`src/ddmc_pkg.sv`:
```
package ddmc_pkg;

  localparam int unsigned SampleW = 12;
  localparam int unsigned DutyW   = 14;
  localparam int unsigned CmdW    = 8;
  localparam int unsigned CfgIdxW = 3;
  localparam int unsigned CfgW    = 14;

  // Input event kinds
  localparam logic [1:0] MODE_JOYSTICK = 2'd0;
  localparam logic [1:0] MODE_REMOTE   = 2'd1;
  localparam logic [1:0] MODE_ECHO     = 2'd2;

  // Remote command bytes, also used as classified motion codes
  localparam logic [CmdW-1:0] CMD_FWD      = 8'd10;
  localparam logic [CmdW-1:0] CMD_BACK     = 8'd5;
  localparam logic [CmdW-1:0] CMD_RIGHT    = 8'd8;
  localparam logic [CmdW-1:0] CMD_LEFT     = 8'd2;
  localparam logic [CmdW-1:0] CMD_STOP     = 8'd4;
  localparam logic [CmdW-1:0] CMD_JOYSTICK = 8'd50;

  // Motor pin codes
  localparam logic [1:0] PIN_IDLE  = 2'd0;
  localparam logic [1:0] PIN_BACK  = 2'd1;
  localparam logic [1:0] PIN_FWD   = 2'd2;
  localparam logic [1:0] PIN_BRAKE = 2'd3;

  // Potentiometer actions
  localparam logic [1:0] POT_NONE  = 2'd0;
  localparam logic [1:0] POT_PULSE = 2'd1;
  localparam logic [1:0] POT_CLEAR = 2'd2;

  // Configuration register indexes
  localparam logic [CfgIdxW-1:0] CFG_FWD_TH     = 3'd0;
  localparam logic [CfgIdxW-1:0] CFG_REV_TH     = 3'd1;
  localparam logic [CfgIdxW-1:0] CFG_DUTY_OFS   = 3'd2;
  localparam logic [CfgIdxW-1:0] CFG_DUTY_GAIN  = 3'd3;
  localparam logic [CfgIdxW-1:0] CFG_TURN_DUTY  = 3'd4;
  localparam logic [CfgIdxW-1:0] CFG_STOP_DUTY  = 3'd5;
  localparam logic [CfgIdxW-1:0] CFG_NEAR_COUNT = 3'd6;
  localparam logic [CfgIdxW-1:0] CFG_REMOTE_LVL = 3'd7;

  localparam logic [DutyW-1:0] DUTY_RESET = 14'd8000;

  typedef struct packed {
    logic [SampleW-1:0] forward_threshold;
    logic [SampleW-1:0] reverse_threshold;
    logic [DutyW-1:0]   duty_offset;
    logic [DutyW-1:0]   duty_gain;
    logic [DutyW-1:0]   turn_duty;
    logic [DutyW-1:0]   stop_duty;
    logic [DutyW-1:0]   near_count;
    logic [SampleW-1:0] remote_level;
  } ddmc_cfg_t;

  typedef struct packed {
    logic [1:0]         mode;
    logic [SampleW-1:0] x_sample;
    logic [SampleW-1:0] y_sample;
    logic [CmdW-1:0]    command;
    logic [DutyW-1:0]   echo_count;
  } ddmc_item_t;

  typedef struct packed {
    logic [DutyW-1:0] duty_a;
    logic [DutyW-1:0] duty_b;
    logic [1:0]       dir_a;
    logic [1:0]       dir_b;
    logic             fwd_enable;
    logic             remote;
    logic             near;
    logic             far;
  } ddmc_state_t;

endpackage

```
`src/ddmc_step.sv`:
```
module ddmc_step import ddmc_pkg::*; (
  input  ddmc_cfg_t   cfg_i,
  input  ddmc_item_t  item_i,
  input  ddmc_state_t state_i,
  output ddmc_state_t state_o,
  output logic [1:0]  pot_o
);

  logic               move_en;
  logic [CmdW-1:0]    move_cmd;
  logic [SampleW-1:0] move_y;
  logic [SampleW:0]   mul_op;
  logic [SampleW+DutyW:0] prod;
  logic [DutyW:0]     dec;
  logic [DutyW-1:0]   duty_prop;

  always_comb begin
    move_en  = 1'b0;
    move_cmd = item_i.command;
    move_y   = item_i.y_sample;
    unique case (item_i.mode)
      MODE_JOYSTICK: begin
        move_en = !state_i.remote;
        if (item_i.y_sample > cfg_i.forward_threshold) begin
          move_cmd = CMD_FWD;
        end else if (item_i.y_sample < cfg_i.reverse_threshold) begin
          move_cmd = CMD_BACK;
        end else if (item_i.x_sample > cfg_i.forward_threshold) begin
          move_cmd = CMD_RIGHT;
        end else if (item_i.x_sample < cfg_i.reverse_threshold) begin
          move_cmd = CMD_LEFT;
        end else begin
          move_cmd = CMD_STOP;
        end
      end
      MODE_REMOTE: begin
        move_en = (item_i.command != CMD_JOYSTICK);
        move_y  = cfg_i.remote_level;
      end
      default: ;
    endcase
  end

  // Backward duty scales with the distance from full scale
  assign mul_op = (move_cmd == CMD_BACK) ? (13'd4096 - {1'b0, move_y}) : {1'b0, move_y};
  assign prod   = {{DutyW{1'b0}}, mul_op} * {{(SampleW+1){1'b0}}, cfg_i.duty_gain};
  assign dec    = prod[SampleW+DutyW:SampleW];
  assign duty_prop = (dec >= {1'b0, cfg_i.duty_offset}) ? '0
                   : (cfg_i.duty_offset - dec[DutyW-1:0]);

  always_comb begin
    state_o = state_i;
    pot_o   = POT_NONE;

    if (item_i.mode == MODE_REMOTE) begin
      state_o.remote = (item_i.command != CMD_JOYSTICK);
    end

    if (item_i.mode == MODE_ECHO) begin
      if (item_i.echo_count < cfg_i.near_count) begin
        pot_o = POT_PULSE;
        if (!state_i.near) begin
          state_o.fwd_enable = 1'b0;
          state_o.near       = 1'b1;
          state_o.far        = 1'b0;
        end
      end else if (!state_i.far) begin
        pot_o = POT_CLEAR;
        state_o.fwd_enable = 1'b1;
        state_o.near       = 1'b0;
        state_o.far        = 1'b1;
      end
    end

    if (move_en) begin
      case (move_cmd)
        CMD_FWD: begin
          state_o.duty_a = duty_prop;
          state_o.duty_b = duty_prop;
          state_o.dir_a  = PIN_FWD;
          state_o.dir_b  = PIN_FWD;
        end
        CMD_BACK: begin
          state_o.duty_a = duty_prop;
          state_o.duty_b = duty_prop;
          state_o.dir_a  = PIN_BACK;
          state_o.dir_b  = PIN_BACK;
        end
        CMD_RIGHT: begin
          state_o.duty_a = cfg_i.turn_duty;
          state_o.dir_a  = PIN_FWD;
          state_o.dir_b  = PIN_BRAKE;
        end
        CMD_LEFT: begin
          state_o.duty_b = cfg_i.turn_duty;
          state_o.dir_a  = PIN_BRAKE;
          state_o.dir_b  = PIN_FWD;
        end
        CMD_STOP: begin
          state_o.duty_a = cfg_i.stop_duty;
          state_o.duty_b = cfg_i.stop_duty;
          state_o.dir_a  = PIN_BRAKE;
          state_o.dir_b  = PIN_BRAKE;
        end
        default: ;
      endcase
    end
  end

endmodule

```
`src/differential_drive_mode_controller.sv`:
```
// Two-wheel drive controller fed by joystick, remote and echo beats. Each input beat yields
// exactly one result beat carrying the motor duty and pin codes, the forward enable, the
// remote flag and the potentiometer action. A beat is captured in an input register, the
// state update (threshold compares, one 13x14 multiply and a clamped subtract) runs
// combinationally from that register, and the result lands in an output register; one
// beat is taken every cycle while the output side keeps up. Write the configuration
// registers only while no beats are in flight.
module differential_drive_mode_controller import ddmc_pkg::*; (
  input  logic               clk_i,
  input  logic               rst_ni,

  input  logic               cfg_we_i,
  input  logic [CfgIdxW-1:0] cfg_idx_i,
  input  logic [CfgW-1:0]    cfg_data_i,

  input  logic               in_valid_i,
  output logic               in_ready_o,
  input  logic [1:0]         mode_i,
  input  logic [SampleW-1:0] x_sample_i,
  input  logic [SampleW-1:0] y_sample_i,
  input  logic [CmdW-1:0]    command_i,
  input  logic [DutyW-1:0]   echo_count_i,

  output logic               out_valid_o,
  input  logic               out_ready_i,
  output logic [DutyW-1:0]   duty_a_o,
  output logic [DutyW-1:0]   duty_b_o,
  output logic [1:0]         dir_a_o,
  output logic [1:0]         dir_b_o,
  output logic               forward_enabled_o,
  output logic               in_remote_o,
  output logic [1:0]         pot_action_o
);

  ddmc_cfg_t   cfg_q;
  ddmc_item_t  item_q;
  logic        item_valid_q;
  ddmc_state_t state_q, state_d;
  logic [1:0]  pot_d;
  logic        advance;

  ddmc_state_t res_q;
  logic [1:0]  res_pot_q;
  logic        res_valid_q;

  always_ff @(posedge clk_i or negedge rst_ni) begin
    if (!rst_ni) begin
      cfg_q.forward_threshold <= 12'd2234;
      cfg_q.reverse_threshold <= 12'd1862;
      cfg_q.duty_offset       <= 14'd11500;
      cfg_q.duty_gain         <= 14'd9900;
      cfg_q.turn_duty         <= 14'd6400;
      cfg_q.stop_duty         <= 14'd16000;
      cfg_q.near_count        <= 14'd1000;
      cfg_q.remote_level      <= 12'd2358;
    end else if (cfg_we_i) begin
      unique case (cfg_idx_i)
        CFG_FWD_TH:     cfg_q.forward_threshold <= cfg_data_i[SampleW-1:0];
        CFG_REV_TH:     cfg_q.reverse_threshold <= cfg_data_i[SampleW-1:0];
        CFG_DUTY_OFS:   cfg_q.duty_offset       <= cfg_data_i;
        CFG_DUTY_GAIN:  cfg_q.duty_gain         <= cfg_data_i;
        CFG_TURN_DUTY:  cfg_q.turn_duty         <= cfg_data_i;
        CFG_STOP_DUTY:  cfg_q.stop_duty         <= cfg_data_i;
        CFG_NEAR_COUNT: cfg_q.near_count        <= cfg_data_i;
        CFG_REMOTE_LVL: cfg_q.remote_level      <= cfg_data_i[SampleW-1:0];
        default: ;
      endcase
    end
  end

  // Process the held beat once the result register is free or draining
  assign advance    = item_valid_q && (!res_valid_q || out_ready_i);
  assign in_ready_o = !item_valid_q || advance;

  always_ff @(posedge clk_i or negedge rst_ni) begin
    if (!rst_ni) begin
      item_valid_q <= 1'b0;
    end else if (in_ready_o) begin
      item_valid_q <= in_valid_i;
    end
  end

  always_ff @(posedge clk_i) begin
    if (in_ready_o && in_valid_i) begin
      item_q.mode       <= mode_i;
      item_q.x_sample   <= x_sample_i;
      item_q.y_sample   <= y_sample_i;
      item_q.command    <= command_i;
      item_q.echo_count <= echo_count_i;
    end
  end

  ddmc_step u_step (
    .cfg_i   (cfg_q),
    .item_i  (item_q),
    .state_i (state_q),
    .state_o (state_d),
    .pot_o   (pot_d)
  );

  always_ff @(posedge clk_i or negedge rst_ni) begin
    if (!rst_ni) begin
      state_q.duty_a     <= DUTY_RESET;
      state_q.duty_b     <= DUTY_RESET;
      state_q.dir_a      <= PIN_IDLE;
      state_q.dir_b      <= PIN_IDLE;
      state_q.fwd_enable <= 1'b1;
      state_q.remote     <= 1'b0;
      state_q.near       <= 1'b0;
      state_q.far        <= 1'b0;
    end else if (advance) begin
      state_q <= state_d;
    end
  end

  always_ff @(posedge clk_i or negedge rst_ni) begin
    if (!rst_ni) begin
      res_valid_q <= 1'b0;
    end else if (advance) begin
      res_valid_q <= 1'b1;
    end else if (out_ready_i) begin
      res_valid_q <= 1'b0;
    end
  end

  always_ff @(posedge clk_i) begin
    if (advance) begin
      res_q     <= state_d;
      res_pot_q <= pot_d;
    end
  end

  assign out_valid_o       = res_valid_q;
  assign duty_a_o          = res_q.duty_a;
  assign duty_b_o          = res_q.duty_b;
  assign dir_a_o           = res_q.dir_a;
  assign dir_b_o           = res_q.dir_b;
  assign forward_enabled_o = res_q.fwd_enable;
  assign in_remote_o       = res_q.remote;
  assign pot_action_o      = res_pot_q;

  a_latch_excl: assert property (@(posedge clk_i) disable iff (!rst_ni)
    !(state_q.near && state_q.far))
    else $error("near and far latches both set");

  a_pulse_masks: assert property (@(posedge clk_i) disable iff (!rst_ni)
    out_valid_o && pot_action_o == POT_PULSE |-> !forward_enabled_o)
    else $error("pot pulse while forward pins enabled");

  a_clear_enables: assert property (@(posedge clk_i) disable iff (!rst_ni)
    out_valid_o && pot_action_o == POT_CLEAR |-> forward_enabled_o)
    else $error("pot clear while forward pins masked");

  a_pot_code: assert property (@(posedge clk_i) disable iff (!rst_ni)
    out_valid_o |-> pot_action_o != 2'd3)
    else $error("undefined pot action");

  a_stall_holds: assert property (@(posedge clk_i) disable iff (!rst_ni)
    !in_ready_o |-> item_valid_q && res_valid_q && !out_ready_i)
    else $error("input stalled without output back-pressure");

endmodule
```
`config.mk`:
```
export PLATFORM = sky130hd
export DESIGN_NAME = differential_drive_mode_controller
export DESIGN_NICKNAME = d
export VERILOG_FILES = /design/src/ddmc_pkg.sv /design/src/ddmc_step.sv /design/src/differential_drive_mode_controller.sv
export SDC_FILE = /design/constraint.sdc
export NUM_CORES = 1
export LEC_CHECK = 0
export BUFFER_PORTS_ARGS = -buffer_cell sky130_fd_sc_hd__buf_2
export CORE_UTILIZATION = 40
export CTS_BUF_LIST = sky130_fd_sc_hd__clkbuf_16
export DETAILED_ROUTE_END_ITERATION = 8
export PLACE_DENSITY = 0.67
export SLEW_MARGIN = 25
export SYNTH_ARGS = -nofsm -noshare
export SYNTH_HDL_FRONTEND = slang
export SYNTH_SLANG_ARGS = --single-unit
```
`constraint.sdc`:
```
create_clock -name clk_i -period 10.95 [get_ports clk_i]
set_input_delay 0 -clock clk_i [delete_from_list [all_inputs] [get_ports clk_i]]
set_output_delay 0 -clock clk_i [all_outputs]
set_load 0.05 [all_outputs]
```
==> results.txt <==
----------------------------------------------------
[Final layout]
  Leading cell type in the layout, fill and taps excluded ... inv_1
  Fill cells ... 3,944
  Number of antenna repair diodes ... 0
  Number of nets in the layout ... 2,260
  Commonest cells after routing, fill and taps aside ... inv_1, nand2_1, ha_1, fa_1, buf_2
  Relative area change from synthesis to final layout ... 15.7%
  Fraction of final layout cells sized beyond drive strength 1 ... 18.0%

[Placed design]
  DP Wirelength ... 33,100 um
  Pre-CTS worst setup slack ... 0.111 ns
  Port Buf Inserts ... 107
  Gp weighted congestion ... 0.910

[Yosys]
  Synth Warn # ... 0
  EDFF count, synth ... 84
  Top_reg_cell synth ... edfxtp_1
  Per-instance average area after synthesis ... 10.1 um^2
  Fraction of synthesized area in multiplexers ... 5.60%
  Flip-flop and latch count after synthesis ... 228
  Async S/R FF share, synth ... 63.2%
  Yosys cell types ... 73
  Seq/Total Area, Yosys ... 35.3%
  Post-Synth XOR/XNOR Area ... 1.89%
  Compound-Gate Fraction of Synth Area ... 11.3%
  Adder and majority cell fraction of the synthesized area ... 26.0%
  Area of the mapped netlist ... 17,600 um^2
  Largest family of logic cells by synthesized area ... adder cells
  Number of instances in the synthesized netlist ... 1,745
  Synth Area in Simple Gates ... 12.9%
  Synthesized net count ... 2,102

[STA]
  Worst Max-Slew Pin Slew ... 0.962 ns
  Unrepaired setup endpoints after global routing ... no
  Worst setup skew after layout ... 0.0161 ns
  Final setup viols ... 0
  Maximum clock rate ... 96.4 MHz
  Hold Worst Slack ... 0.0958 ns
  Minimum period implied by the final worst setup slack ... 10.38 ns
  Setup TNS ... 0 ns
  Final hold violations ... 0
  Share of the clock period used by the worst path after layout ... 94.8%
  Worst max-slew margin expressed relative to the limit ... 35.5%
  Worst path setup slack after routing ... 0.572 ns
  Final count of pins violating max slew ... 0

[Critical path]
  Worst-path cell with the longest stage delay ... fa_1
  Setup crit end ... duty_a_o[0]
  Start-to-end type of the worst setup path ... reg -> reg
  Biggest fanout along the worst timing path ... 20
  Worst endpoint required time ... 11.33 ns
  Reg2Reg Depth ... 43
  Crit path from ... cfg_q[95]
  Setup slack, reg-to-reg ... 0.57 ns
  Worst reg2reg path endpoint ... duty_a_o[0]
  Critical Path Max Stage Delay ... 0.54 ns
  CP delay by family, top ... compound AO/OA/AOI/OAI gates
  Startpoint class of the critical path ... register
  Buf+Inv Stages, Crit Path ... 6
  Reg2reg start ... cfg_q[95]
  Worst setup EP type ... register
  Data arrival at the endpoint of the critical path ... 10.76 ns
  Cell count along the critical path ... 43

[Clock tree]
  Setup fix buffers added after clock tree synthesis ... 0
  Number of H-tree levels ... 1
  Cts bufs inserted ... 26
  TritonCTS Sinks ... 228
  Library cell used as clock root buffer ... clkbuf_16
  Clock tree from TritonCTS ... yes
  Clock transition at the register clock pins on the worst setup and hold paths after CTS ... 0.06 ns
  Source-to-sink clock delay at the later pin of the worst-skew pair ... 0.54 ns
  Number of buffers on the longest clock path ... 3

[Run]
  Maxcap violations ... 0

[Drt]
  Drt first pass iters ... 5
  Starting DRC count in detailed routing ... 733
  Detailed Route WL ... 45,100 um
  Overall via count from detail_route ... 13,200
  Detail-routed net length per standard cell ... 18.0 um
  Post-route DRC ... 0
  Via-to-Cell Ratio ... 5.25
  ANT nets after route ... 0

[Floorplanning]
  Width of the die ... 212 um
  Standard-cell row count ... 76
  Vertical die dimension ... 212 um
  Number of top-level pins ... 108
  Die Area ... 44,800 um^2
  Placeable Area ... 43,300 um^2
  Starting density of the core ... 40.7%

[Min path]
  Worst min-delay path category ... in -> async

[Global route]
  Total gr overflow ... 0
  Maximum number of pins on one net before global-route repair ... 69
  Antenna violations before repair ... 2
  Via count of the first global-routing pass ... 13,900
  Wire length of the first global-routing pass ... 73,300 um
  Total GRT Usage ... 20.9%

[Run status]
  Result of the run ... finished clean

----------------------------------------------------
## cell families (layout without fill, tap and decap cells)
group                      Yosys count  count (layout)
adders and majority gates          287             287
muxes                               89              89
AOI/OAI and AO/OA                  297             297
xor gates and xnor gates            38              38
DFF                                228             228
and+or+nand+nor                    479             479
buffers and inverters              327             505
## metrics by stage
step | area, um^2 | cells | utilization, %
after global placement | 18800 | 2393 | 43.5
after CTS | 20300 | 2508 | 46.8
after detailed placement | 18800 | 2393 | 43.5
after floorplan | 17600 | 1745 | -
after global routing | 20400 | 2508 | 47.1
final | 20400 | 2508 | 47.1
## synthesized netlist by cell type (all sizes together), types with 13 or more instances
cell type	number	area [um^2]
ha	155	1940
nor3	15	85.1
xnor2	29	254
a21o	23	173
and2	93	582
a32oi	14	183
mux2i	14	140
nand4	13	81.3
a21oi	69	349
edfxtp	84	2520
a31oi	53	332
fa	132	2640
o21ai	71	359
dfrtp	83	2080
inv	254	953
buf	13	63.8
nor2	100	375
clkbuf	59	221
dfstp	61	1600
nand2	190	713
mux2	75	845
nand3	18	90.1
## timing repair
item	CTS	global route
setup endpoints to repair	0	56
endpoints found under the hold margin	186	0
hold buffers	67	0
gates resized for setup	0	15
## worst reg2reg max path: cells and delay by family (launching register included)
family                   cells  cell delay, ns
buffers and inverters        6            0.48
AND/OR/NAND/NOR              4            0.77
flip-flops                   1            0.52
XOR/XNOR                     2            0.34
adder cells (fa/ha/maj)      8            3.50
AO/OA/AOI/OAI               23            4.63
## registers in the layout (all words and copies together) (netlist names)
name / cells
out_valid_o: 1
item_q: 48
duty_a_o: 14
pot_action_o: 2
item_valid_q: 1
dir_a_o: 2
forward_enabled_o: 1
state_q: 36
duty_b_o: 14
in_remote_o: 1
dir_b_o: 2
cfg_q: 106
## metal layers
layer	GRT usage, %	vias to the layer above	part of all wire (%)
met1	27.1	6566	43
met5	0	-	0.024
met4	6.92	2	3.0
met3	3.12	65	5.7
li1	-	6162	-
met2	35.6	363	48
## final cells by class
class / count / area, um^2 / share of cell area [%]
clock inverters: 22 / 111 / 0.547
multi-input cells: 1190 / 10300 / 50.5
clock buffers: 26 / 651 / 3.20
flip-flops and latches: 228 / 6200 / 30.5
well taps: 585 / 732 / 3.59
repair buffers: 202 / 1440 / 7.05
inverters: 255 / 957 / 4.70
## worst min path at each step
stage	slack (ns)	cells past startpoint	from	endpoint
after floorplan	-0.30	0	rst_ni	cfg_q[0]
after global placement	-0.10	1	rst_ni	cfg_q[46]
after detailed placement	-0.1	1	rst_ni	cfg_q[32]
after CTS	0.06	5	cfg_idx_i[0]	cfg_q[75]
after global routing	0.10	2	rst_ni	state_q[32]
final	0.1	2	rst_ni	state_q[32]
Power is left out: the tool's default activity adds up to more than one toggle a clock period on the data nets, which glitch-free logic cannot reach.
